--- config.mk ---
export PLATFORM = sky130hd
export DESIGN_NAME = mag_hard_iron_minmax_calibrator
export DESIGN_NICKNAME = d
export VERILOG_FILES = /design/src/hdl/mhic_pkg.sv /design/src/hdl/mag_hard_iron_minmax_calibrator.sv /design/src/hdl/mhic_ctrl.sv /design/src/hdl/mhic_datapath.sv
export SDC_FILE = /design/constraint.sdc
export NUM_CORES = 1
export LEC_CHECK = 0
export BUFFER_PORTS_ARGS = -buffer_cell sky130_fd_sc_hd__buf_2
export CAP_MARGIN = 25
export CORE_MARGIN = 8
export CORE_UTILIZATION = 61
export CTS_CLUSTER_DIAMETER = 200
export CTS_CLUSTER_SIZE = 25
export DETAILED_ROUTE_END_ITERATION = 7
export PLACE_DENSITY = 0.87
export SETUP_SLACK_MARGIN = 0.05
export SLEW_MARGIN = 15
export SYNTH_ARGS = -nofsm -noshare
export SYNTH_HDL_FRONTEND = slang
export SYNTH_HIERARCHICAL = 1
export SYNTH_SLANG_ARGS = --single-unit
--- constraint.sdc ---
create_clock -name clk_i -period 5.95 [get_ports clk_i]
set_input_delay 0.595 -clock clk_i [delete_from_list [all_inputs] [get_ports clk_i]]
set_output_delay 0.595 -clock clk_i [all_outputs]
set_load 0.02 [all_outputs]
--- src/hdl/mhic_pkg.sv ---
`default_nettype none

package mhic_pkg;

  localparam int unsigned TIME_BITS     = 32;
  localparam int unsigned CONF_BITS     = 17;
  localparam int unsigned QUO_STEPS     = 17;
  localparam int unsigned STEP_CNT_BITS = 5;
  localparam int unsigned CFG_IDX_BITS  = 2;

  // Configuration register indexes
  localparam logic [CFG_IDX_BITS-1:0] CFG_MIN_SAMPLES = 2'd0;
  localparam logic [CFG_IDX_BITS-1:0] CFG_MIN_ELAPSED = 2'd1;
  localparam logic [CFG_IDX_BITS-1:0] CFG_CONF_THRESH = 2'd2;

  // Configuration reset values
  localparam logic [TIME_BITS-1:0] RST_MIN_SAMPLES = 32'd1500;
  localparam logic [TIME_BITS-1:0] RST_MIN_ELAPSED = 32'd20000;
  localparam logic [CONF_BITS-1:0] RST_CONF_THRESH = 17'd58982;

  typedef enum logic [1:0] {
    ACT_START  = 2'd0,
    ACT_SAMPLE = 2'd1,
    ACT_STOP   = 2'd2,
    ACT_QUERY  = 2'd3
  } mhic_action_e;

  typedef enum logic [2:0] {
    ST_IDLE,
    ST_APPLY,
    ST_RANGE,
    ST_LOHI,
    ST_DIV,
    ST_DECIDE,
    ST_EMIT
  } mhic_state_e;

  typedef struct packed {
    logic capture;
    logic clear_run;
    logic take_sample;
    logic user_stop;
    logic load_ranges;
    logic load_lohi;
    logic div_step;
    logic decide;
    logic load_out;
  } mhic_cmd_t;

  typedef struct packed {
    mhic_action_e action;
    logic         run_live;
    logic         div_last;
  } mhic_stat_t;

endpackage

`default_nettype wire

--- src/hdl/mag_hard_iron_minmax_calibrator.sv ---
// Processing: a sample item during a live run passes through apply, range, min/max,
// 17 divide steps, decide and output load; other items go from apply to output load.
// Items are taken one at a time, the next only after the last result is loaded, which
// waits while the result stream stalls. The confidence divider makes one bit per cycle.
// Reset: asynchronous, active low; clears the run, the controller and the output valid,
// and loads the configuration registers with 1500, 20000 and 58982.
`default_nettype none

module mag_hard_iron_minmax_calibrator #(
  parameter int unsigned SAMPLE_BITS = 16
) (
  input  wire logic                                clk_i,
  input  wire logic                                rst_ni,
  // Input stream
  input  wire logic                                s_axis_tvalid,
  output logic                                     s_axis_tready,
  // tdata, low bit up: mag_x, mag_y, mag_z, now_ms, zero pad
  input  wire logic [((3*SAMPLE_BITS+32+7)/8)*8-1:0] s_axis_tdata,
  // tuser: action
  input  wire logic [1:0]                          s_axis_tuser,
  // Result stream
  output logic                                     m_axis_tvalid,
  input  wire logic                                m_axis_tready,
  // tdata, low bit up: done_res, stopped_by_user, offset_x, offset_y, offset_z,
  // range_x, range_y, range_z, confidence, sample_count, elapsed_ms, zero pad
  output logic [((6*SAMPLE_BITS+86+7)/8)*8-1:0]    m_axis_tdata,
  // Configuration write channel
  input  wire logic                                cfg_valid_i,
  output logic                                     cfg_ready_o,
  input  wire logic [mhic_pkg::CFG_IDX_BITS-1:0]   cfg_index_i,
  input  wire logic [mhic_pkg::TIME_BITS-1:0]      cfg_data_i
);

  localparam int unsigned SB     = SAMPLE_BITS;
  localparam int unsigned TB     = mhic_pkg::TIME_BITS;
  localparam int unsigned OUT_W  = 6 * SAMPLE_BITS + 86;
  localparam int unsigned OUT_TW = ((6 * SAMPLE_BITS + 86 + 7) / 8) * 8;

  mhic_pkg::mhic_cmd_t  cmd;
  mhic_pkg::mhic_stat_t stat;

  logic                       done_res, stopped_by_user;
  logic signed [SB:0]         offset_x, offset_y, offset_z;
  logic [SB-1:0]              range_x, range_y, range_z;
  logic [mhic_pkg::CONF_BITS-1:0] confidence;
  logic [TB-1:0]              sample_count, elapsed_ms;

  // Configuration writes are taken in any cycle; the host writes only while idle.
  assign cfg_ready_o = 1'b1;

  mhic_ctrl u_ctrl (
    .clk_i       (clk_i),
    .rst_ni      (rst_ni),
    .in_valid_i  (s_axis_tvalid),
    .in_ready_o  (s_axis_tready),
    .out_valid_o (m_axis_tvalid),
    .out_ready_i (m_axis_tready),
    .stat_i      (stat),
    .cmd_o       (cmd)
  );

  mhic_datapath #(
    .SAMPLE_BITS (SAMPLE_BITS)
  ) u_datapath (
    .clk_i             (clk_i),
    .rst_ni            (rst_ni),
    .cmd_i             (cmd),
    .stat_o            (stat),
    .action_i          (s_axis_tuser),
    .mag_x_i           (s_axis_tdata[SB-1:0]),
    .mag_y_i           (s_axis_tdata[2*SB-1:SB]),
    .mag_z_i           (s_axis_tdata[3*SB-1:2*SB]),
    .now_ms_i          (s_axis_tdata[3*SB+TB-1:3*SB]),
    .cfg_we_i          (cfg_valid_i),
    .cfg_index_i       (cfg_index_i),
    .cfg_data_i        (cfg_data_i),
    .done_res_o        (done_res),
    .stopped_by_user_o (stopped_by_user),
    .offset_x_o        (offset_x),
    .offset_y_o        (offset_y),
    .offset_z_o        (offset_z),
    .range_x_o         (range_x),
    .range_y_o         (range_y),
    .range_z_o         (range_z),
    .confidence_o      (confidence),
    .sample_count_o    (sample_count),
    .elapsed_ms_o      (elapsed_ms)
  );

  // Pack the result fields, first field in the low bits, zero pad to whole bytes.
  logic [OUT_W-1:0] out_packed;

  assign out_packed = {elapsed_ms, sample_count, confidence,
                       range_z, range_y, range_x,
                       offset_z, offset_y, offset_x,
                       stopped_by_user, done_res};

  assign m_axis_tdata = OUT_TW'(out_packed);

endmodule

`default_nettype wire

--- src/hdl/mhic_ctrl.sv ---
`default_nettype none

module mhic_ctrl (
  input  wire logic               clk_i,
  input  wire logic               rst_ni,
  input  wire logic               in_valid_i,
  output logic                    in_ready_o,
  output logic                    out_valid_o,
  input  wire logic               out_ready_i,
  input  wire mhic_pkg::mhic_stat_t stat_i,
  output mhic_pkg::mhic_cmd_t     cmd_o
);

  mhic_pkg::mhic_state_e state_q, state_d;
  logic                  out_valid_q, out_valid_d;
  logic                  out_free;

  assign out_free = !out_valid_q || out_ready_i;

  always_ff @(posedge clk_i or negedge rst_ni) begin
    if (!rst_ni) begin
      state_q     <= mhic_pkg::ST_IDLE;
      out_valid_q <= 1'b0;
    end else begin
      state_q     <= state_d;
      out_valid_q <= out_valid_d;
    end
  end

  // Next state
  always_comb begin
    state_d = state_q;
    case (state_q)
      mhic_pkg::ST_IDLE: begin
        if (in_valid_i) state_d = mhic_pkg::ST_APPLY;
      end
      mhic_pkg::ST_APPLY: begin
        if (stat_i.action == mhic_pkg::ACT_SAMPLE && stat_i.run_live) begin
          state_d = mhic_pkg::ST_RANGE;
        end else begin
          state_d = mhic_pkg::ST_EMIT;
        end
      end
      mhic_pkg::ST_RANGE:  state_d = mhic_pkg::ST_LOHI;
      mhic_pkg::ST_LOHI:   state_d = mhic_pkg::ST_DIV;
      mhic_pkg::ST_DIV: begin
        if (stat_i.div_last) state_d = mhic_pkg::ST_DECIDE;
      end
      mhic_pkg::ST_DECIDE: state_d = mhic_pkg::ST_EMIT;
      mhic_pkg::ST_EMIT: begin
        if (out_free) state_d = mhic_pkg::ST_IDLE;
      end
      default:             state_d = mhic_pkg::ST_IDLE;
    endcase
  end

  // Commands
  always_comb begin
    cmd_o      = '0;
    in_ready_o = 1'b0;
    case (state_q)
      mhic_pkg::ST_IDLE: begin
        in_ready_o  = 1'b1;
        cmd_o.capture = in_valid_i;
      end
      mhic_pkg::ST_APPLY: begin
        case (stat_i.action)
          mhic_pkg::ACT_START:  cmd_o.clear_run   = 1'b1;
          mhic_pkg::ACT_SAMPLE: cmd_o.take_sample = stat_i.run_live;
          mhic_pkg::ACT_STOP:   cmd_o.user_stop   = stat_i.run_live;
          default:              cmd_o.clear_run   = 1'b0;
        endcase
      end
      mhic_pkg::ST_RANGE:  cmd_o.load_ranges = 1'b1;
      mhic_pkg::ST_LOHI:   cmd_o.load_lohi   = 1'b1;
      mhic_pkg::ST_DIV:    cmd_o.div_step    = 1'b1;
      mhic_pkg::ST_DECIDE: cmd_o.decide      = 1'b1;
      mhic_pkg::ST_EMIT:   cmd_o.load_out    = out_free;
      default:             cmd_o             = '0;
    endcase
  end

  always_comb begin
    out_valid_d = out_valid_q;
    if (cmd_o.load_out) begin
      out_valid_d = 1'b1;
    end else if (out_ready_i) begin
      out_valid_d = 1'b0;
    end
  end

  assign out_valid_o = out_valid_q;

endmodule

`default_nettype wire

--- src/hdl/mhic_datapath.sv ---
`default_nettype none

module mhic_datapath #(
  parameter int unsigned SAMPLE_BITS = 16
) (
  input  wire logic                                  clk_i,
  input  wire logic                                  rst_ni,
  input  wire mhic_pkg::mhic_cmd_t                   cmd_i,
  output mhic_pkg::mhic_stat_t                       stat_o,
  input  wire logic [1:0]                            action_i,
  input  wire logic signed [SAMPLE_BITS-1:0]         mag_x_i,
  input  wire logic signed [SAMPLE_BITS-1:0]         mag_y_i,
  input  wire logic signed [SAMPLE_BITS-1:0]         mag_z_i,
  input  wire logic [mhic_pkg::TIME_BITS-1:0]        now_ms_i,
  input  wire logic                                  cfg_we_i,
  input  wire logic [mhic_pkg::CFG_IDX_BITS-1:0]     cfg_index_i,
  input  wire logic [mhic_pkg::TIME_BITS-1:0]        cfg_data_i,
  output logic                                       done_res_o,
  output logic                                       stopped_by_user_o,
  output logic signed [SAMPLE_BITS:0]                offset_x_o,
  output logic signed [SAMPLE_BITS:0]                offset_y_o,
  output logic signed [SAMPLE_BITS:0]                offset_z_o,
  output logic [SAMPLE_BITS-1:0]                     range_x_o,
  output logic [SAMPLE_BITS-1:0]                     range_y_o,
  output logic [SAMPLE_BITS-1:0]                     range_z_o,
  output logic [mhic_pkg::CONF_BITS-1:0]             confidence_o,
  output logic [mhic_pkg::TIME_BITS-1:0]             sample_count_o,
  output logic [mhic_pkg::TIME_BITS-1:0]             elapsed_ms_o
);

  localparam int unsigned SB = SAMPLE_BITS;
  localparam int unsigned TB = mhic_pkg::TIME_BITS;
  localparam int unsigned CB = mhic_pkg::CONF_BITS;
  localparam int unsigned NB = mhic_pkg::STEP_CNT_BITS;

  localparam logic signed [SB-1:0] MOST_POS = {1'b0, {(SB-1){1'b1}}};
  localparam logic signed [SB-1:0] MOST_NEG = {1'b1, {(SB-1){1'b0}}};
  localparam logic [NB-1:0]        LAST_STEP = NB'(mhic_pkg::QUO_STEPS - 1);

  // Configuration
  logic [TB-1:0] min_samples_q;
  logic [TB-1:0] min_elapsed_q;
  logic [CB-1:0] conf_thresh_q;

  always_ff @(posedge clk_i or negedge rst_ni) begin
    if (!rst_ni) begin
      min_samples_q <= mhic_pkg::RST_MIN_SAMPLES;
      min_elapsed_q <= mhic_pkg::RST_MIN_ELAPSED;
      conf_thresh_q <= mhic_pkg::RST_CONF_THRESH;
    end else if (cfg_we_i) begin
      case (cfg_index_i)
        mhic_pkg::CFG_MIN_SAMPLES: min_samples_q <= cfg_data_i;
        mhic_pkg::CFG_MIN_ELAPSED: min_elapsed_q <= cfg_data_i;
        mhic_pkg::CFG_CONF_THRESH: conf_thresh_q <= cfg_data_i[CB-1:0];
        default:                   min_samples_q <= min_samples_q;
      endcase
    end
  end

  // Captured item
  logic [1:0]            action_q;
  logic signed [SB-1:0]  mag_q [3];
  logic [TB-1:0]         now_q;

  always_ff @(posedge clk_i) begin
    if (cmd_i.capture) begin
      action_q <= action_i;
      mag_q[0] <= mag_x_i;
      mag_q[1] <= mag_y_i;
      mag_q[2] <= mag_z_i;
      now_q    <= now_ms_i;
    end
  end

  // Run state
  logic                 active_q, done_q, stopped_q;
  logic [TB-1:0]        count_q, start_q;
  logic [CB-1:0]        conf_q;
  logic signed [SB-1:0] min_q [3];
  logic signed [SB-1:0] max_q [3];
  logic [TB-1:0]        elapsed;
  logic [CB-1:0]        conf_new;
  logic [SB-1:0]        hi_q;
  logic [CB-1:0]        quo_q;
  logic                 auto_done;

  assign elapsed   = now_q - start_q;
  assign conf_new  = (hi_q == '0) ? '0 : quo_q;
  assign auto_done = (count_q >= min_samples_q) && (elapsed >= min_elapsed_q) &&
                     (conf_new >= conf_thresh_q);

  always_ff @(posedge clk_i or negedge rst_ni) begin
    if (!rst_ni) begin
      active_q  <= 1'b0;
      done_q    <= 1'b0;
      stopped_q <= 1'b0;
      count_q   <= '0;
      start_q   <= '0;
      conf_q    <= '0;
      for (int i = 0; i < 3; i++) begin
        min_q[i] <= MOST_POS;
        max_q[i] <= MOST_NEG;
      end
    end else begin
      if (cmd_i.clear_run) begin
        active_q  <= 1'b1;
        done_q    <= 1'b0;
        stopped_q <= 1'b0;
        count_q   <= '0;
        start_q   <= now_q;
        conf_q    <= '0;
        for (int i = 0; i < 3; i++) begin
          min_q[i] <= MOST_POS;
          max_q[i] <= MOST_NEG;
        end
      end
      if (cmd_i.take_sample) begin
        for (int i = 0; i < 3; i++) begin
          if (mag_q[i] < min_q[i]) min_q[i] <= mag_q[i];
          if (mag_q[i] > max_q[i]) max_q[i] <= mag_q[i];
        end
        if (count_q != '1) count_q <= count_q + 1'b1;
      end
      if (cmd_i.user_stop) begin
        stopped_q <= 1'b1;
        done_q    <= 1'b1;
      end
      if (cmd_i.decide) begin
        conf_q <= conf_new;
        if (auto_done) done_q <= 1'b1;
      end
    end
  end

  // Ranges, smallest and largest
  logic [SB-1:0] range_q [3];
  logic [SB-1:0] lo_d, hi_d, lo01, hi01;

  always_ff @(posedge clk_i) begin
    if (cmd_i.load_ranges) begin
      for (int i = 0; i < 3; i++) begin
        range_q[i] <= SB'(max_q[i] - min_q[i]);
      end
    end
  end

  always_comb begin
    lo01 = (range_q[0] < range_q[1]) ? range_q[0] : range_q[1];
    hi01 = (range_q[0] > range_q[1]) ? range_q[0] : range_q[1];
    lo_d = (range_q[2] < lo01) ? range_q[2] : lo01;
    hi_d = (range_q[2] > hi01) ? range_q[2] : hi01;
  end

  // Restoring division of lo * 2^16 by hi, one quotient bit per step.
  // lo <= hi, so the first step yields the integer bit.
  logic [SB:0]   rem_q;
  logic [NB-1:0] step_q;
  logic          rem_ge;
  logic [SB-1:0] rem_red;

  assign rem_ge  = rem_q >= {1'b0, hi_q};
  assign rem_red = rem_ge ? SB'(rem_q - {1'b0, hi_q}) : rem_q[SB-1:0];

  always_ff @(posedge clk_i) begin
    if (cmd_i.load_lohi) begin
      hi_q  <= hi_d;
      rem_q <= {1'b0, lo_d};
      quo_q <= '0;
    end else if (cmd_i.div_step) begin
      rem_q <= {rem_red, 1'b0};
      quo_q <= {quo_q[CB-2:0], rem_ge};
    end
  end

  always_ff @(posedge clk_i or negedge rst_ni) begin
    if (!rst_ni) begin
      step_q <= '0;
    end else if (cmd_i.load_lohi) begin
      step_q <= '0;
    end else if (cmd_i.div_step) begin
      step_q <= step_q + 1'b1;
    end
  end

  assign stat_o.action   = mhic_pkg::mhic_action_e'(action_q);
  assign stat_o.run_live = active_q && !done_q;
  assign stat_o.div_last = step_q == LAST_STEP;

  // Result register
  logic                 has_sample;
  logic signed [SB:0]   off_q [3];
  logic [SB-1:0]        rng_q [3];

  assign has_sample = count_q != '0;

  always_ff @(posedge clk_i) begin
    if (cmd_i.load_out) begin
      done_res_o        <= done_q;
      stopped_by_user_o <= stopped_q;
      for (int i = 0; i < 3; i++) begin
        off_q[i] <= has_sample ? ((SB + 1)'(max_q[i]) + (SB + 1)'(min_q[i])) : '0;
        rng_q[i] <= has_sample ? SB'(max_q[i] - min_q[i]) : '0;
      end
      confidence_o   <= has_sample ? conf_q : '0;
      sample_count_o <= count_q;
      elapsed_ms_o   <= elapsed;
    end
  end

  assign offset_x_o = off_q[0];
  assign offset_y_o = off_q[1];
  assign offset_z_o = off_q[2];
  assign range_x_o  = rng_q[0];
  assign range_y_o  = rng_q[1];
  assign range_z_o  = rng_q[2];

endmodule

`default_nettype wire

==> run summary <==
status: finished with violations
failing checks: negative hold slack
CP top delay family: compound AO/OA/AOI/OAI gates
Worst-Skew Late Latency: 640 ps
VDD IR max: 0.400 mV
Syn Std Cell Area: 35800 um2
cells after synthesis: 3306
area of the core: 58600 um2
synthesis-stage register bit count: 629
total number of vias: 25700
DP HPWL: 65500 um
Post-layout nets: 4058
RSZ-0062 raised after global routing: false
H-Tree Depth: 1
clk slew on worst S/H paths: 110 ps
clock buffer count from CTS: 29
Least-Margin Pin Slew: 1050 ps
share of layout cells above drive strength 1: 16.3%
critical path peak fanout: 12
Netlist cell types: 83
hold crit path type: input port to asynchronous set/reset pin
max frequency: 0.191 GHz
Syn Area/Cell: 10.8 um2
gr usage total: 25.1%
CP startpoint: u_datapath/range_q[0][13]
clock network power share: 11.7%
vias per std cell: 5.90
initial detailed-routing violation count: 2566
Seq pwr share: 36.3%
# IOs: 308
TritonCTS Sinks: 629
Max Cap Viol: 0
# port buffers: 304
total congestion overflow: 0
hold_buf cts: 0
part of the power in combinational logic: 52.0%
slowest CP cell: edfxtp_1
Setup crit start kind: register
Area growth syn-to-layout: 9.12%
Slew HR: 30.1%
Die Y: 258 um
Req. time, crit path: 6330 ps
root buf cell: clkbuf_16
first-pass GRT wire length: 136000 um
final setup fails: 0
vias in the first global route: 25100
hold violation count in the final report: 6
Slew Limit Fails: 0
most frequent cells in the layout: inv_1, ha_1, edfxtp_1
initial antenna violation count: 4
CTS tree: done
Synth async-reset ratio: 42.9%
fin crit share: 88.0%
final wirelength: 87600 um
Clock Skew: 31.4 ps
initial core utilization: 61.2%
number of flops mapped to enable cells by yosys: 341
WP buf/inv: 3
drt wl/cell: 20.1 um
pwr/cell area: 508 nW/um2
GPL Wtd Cong: 0.929
post-route core utilization: 66.8%
Placement Rows: 89
sequential share of the synthesized area: 48.7%
worst path cell trace: ha_1 -> nand4_1 -> or2_2 -> o22a_1 -> o311ai_4 -> buf_8 -> o31a_1 -> buf_4 -> mux2i_1 -> ha_1 -> nor2b_1 -> o21a_1 -> o21ai_0 -> nand2b_1 -> a21oi_1 -> o21ai_0 -> a221oi_1 -> a31oi_2 -> buf_4 -> mux2i_1
CP peak stage delay: 450 ps
Pint: 11.6 mW
die area: 66800 um2
total iterations of the first detailed-routing run: 5
Static Leakage: 17.7 nW
Max Root-Sink Buffers: 3
crit path kind: register to register
post-route minimum period: 5240 ps
commonest non-fill, non-tap cell in the layout: inv_1
switching share of total power: 41.7%
Worst EP arrival: 5610 ps
WHS: -13.2 ps
Post-DRT Antenna Nets: 0
largest net degree at the start of global routing: 159
Setup crit end kind: register
number of remaining DRC errors: 0
Top FF cell, synth: edfxtp_1
Psw: 8.29 mW
worst r2r src: u_datapath/range_q[0][13]
Ys Warns: 6
setup TNS: 0 ps
Die X: 258 um
[cell usage after synthesis, types with 10 or more instances]
cell type    n  area share [%]
a211oi_1    17            0.36
a21o_1      98             2.1
a21oi_1    130             1.8
a22o_1      19            0.46
a31oi_1     19            0.33
and2_1      26            0.45
and3_1      14            0.24
buf_1       12            0.13
buf_2       15            0.21
buf_4       14            0.29
clkbuf_1    67            0.70
dfrtp_1    201              14
dfstp_2     69             5.1
dfxtp_1     18             1.0
edfxtp_1   341              29
ha_1       365              13
inv_1      372             3.9
mux2_2      97             3.0
mux2i_1    138             3.9
nand2_1    146             1.5
nand2b_1    38            0.66
nand3_1     52            0.73
nand4_1     50            0.87
nor2_1     291             3.0
nor2b_1    106             1.8
nor3_1      39            0.54
nor4_1      19            0.33
o211ai_1    10            0.21
o21a_1      26            0.54
o21ai_0    188             2.6
o21bai_1    14            0.29
o31ai_1     10            0.21
or2_2       11            0.19
or3_1       10            0.17
xnor2_1     95             2.3
xor2_1      20            0.49
[flip-flops by register name, summed over array words and instances, names as in the netlist, 48 cells and up]
name                cells
u_datapath/mag_q       48
u_datapath/max_q       48
u_datapath/min_q       48
u_datapath/off_q       48
u_datapath/range_q     48
u_datapath/rng_q       48
[path summary, 6_finish.rpt]
kind | end | slack, ps | depth (start not counted)
min reg2reg | u_datapath/active_q | 470 | 1
min | u_datapath/step_q[2] | -10 | 1
max in group asynchronous | u_datapath/min_elapsed_q[10] | 4820 | 3
max | u_datapath/hi_q[5] | 710 | 20
max reg2reg | u_datapath/hi_q[5] | 710 | 20
min in group clk_i | u_datapath/mag_q[0][35] | 120 | 1
[cell type report]
class	instances	area, um2
Clock buffer	52	812
Multi-Input combinational cell	2196	16600
Timing Repair Buffer	335	1840
Inverter	373	1400
Clock inverter	2	50.0
Fill cell	4380	19500
Antenna cell	4	10.0
Sequential cell	629	17400
Tap cell	773	967
[timing repair]
item                       CTS  global route
buffers inserted             0             1
gates resized for setup      0             0
setup endpoints to repair    0             4
[power by group through the flow]
stage / Combinational (mW) / Clock, mW / Sequential, mW
floorplan: 7.22 / 0 / 7.32
global placement: 9.70 / 0 / 7.22
detailed placement: 10.1 / 0 / 7.28
CTS: 10.2 / 2.37 / 7.19
global route: 11.3 / 2.52 / 7.33
finish: 10.3 / 2.33 / 7.21
[layer usage]
layer	global-route usage (%)	wire (um)
met5	0	0
met3	2.78	5550
met1	34.3	37300
met4	8.08	2830
met2	41.9	41900
[cell families after synthesis]
logic type	share of synthesized area (%)
buf+inv	5.27
mux	7.14
compound gates	11.3
other cells	0.0210
fa+ha+maj	13.2
flops	48.7
xor+xnor	2.81
simple gates	11.6
[per-stage QoR]
stage          std cells  total power [mW]  worst slack (ps)  instance area (um2)  hold WS, ps
4_1_cts             4355              19.7               365                39000         12.6
2_1_floorplan       3307              14.5              1240                35800          299
5_1_grt             4364              21.2               436                39100         34.0
6_report            4364              19.9               712                39100        -13.2
3_3_place_gp        4300              16.9               382                38200          442
3_5_place_dp        4301              17.3               602                38200          445
No activity file was read; power rests on OpenSTA's default activity.
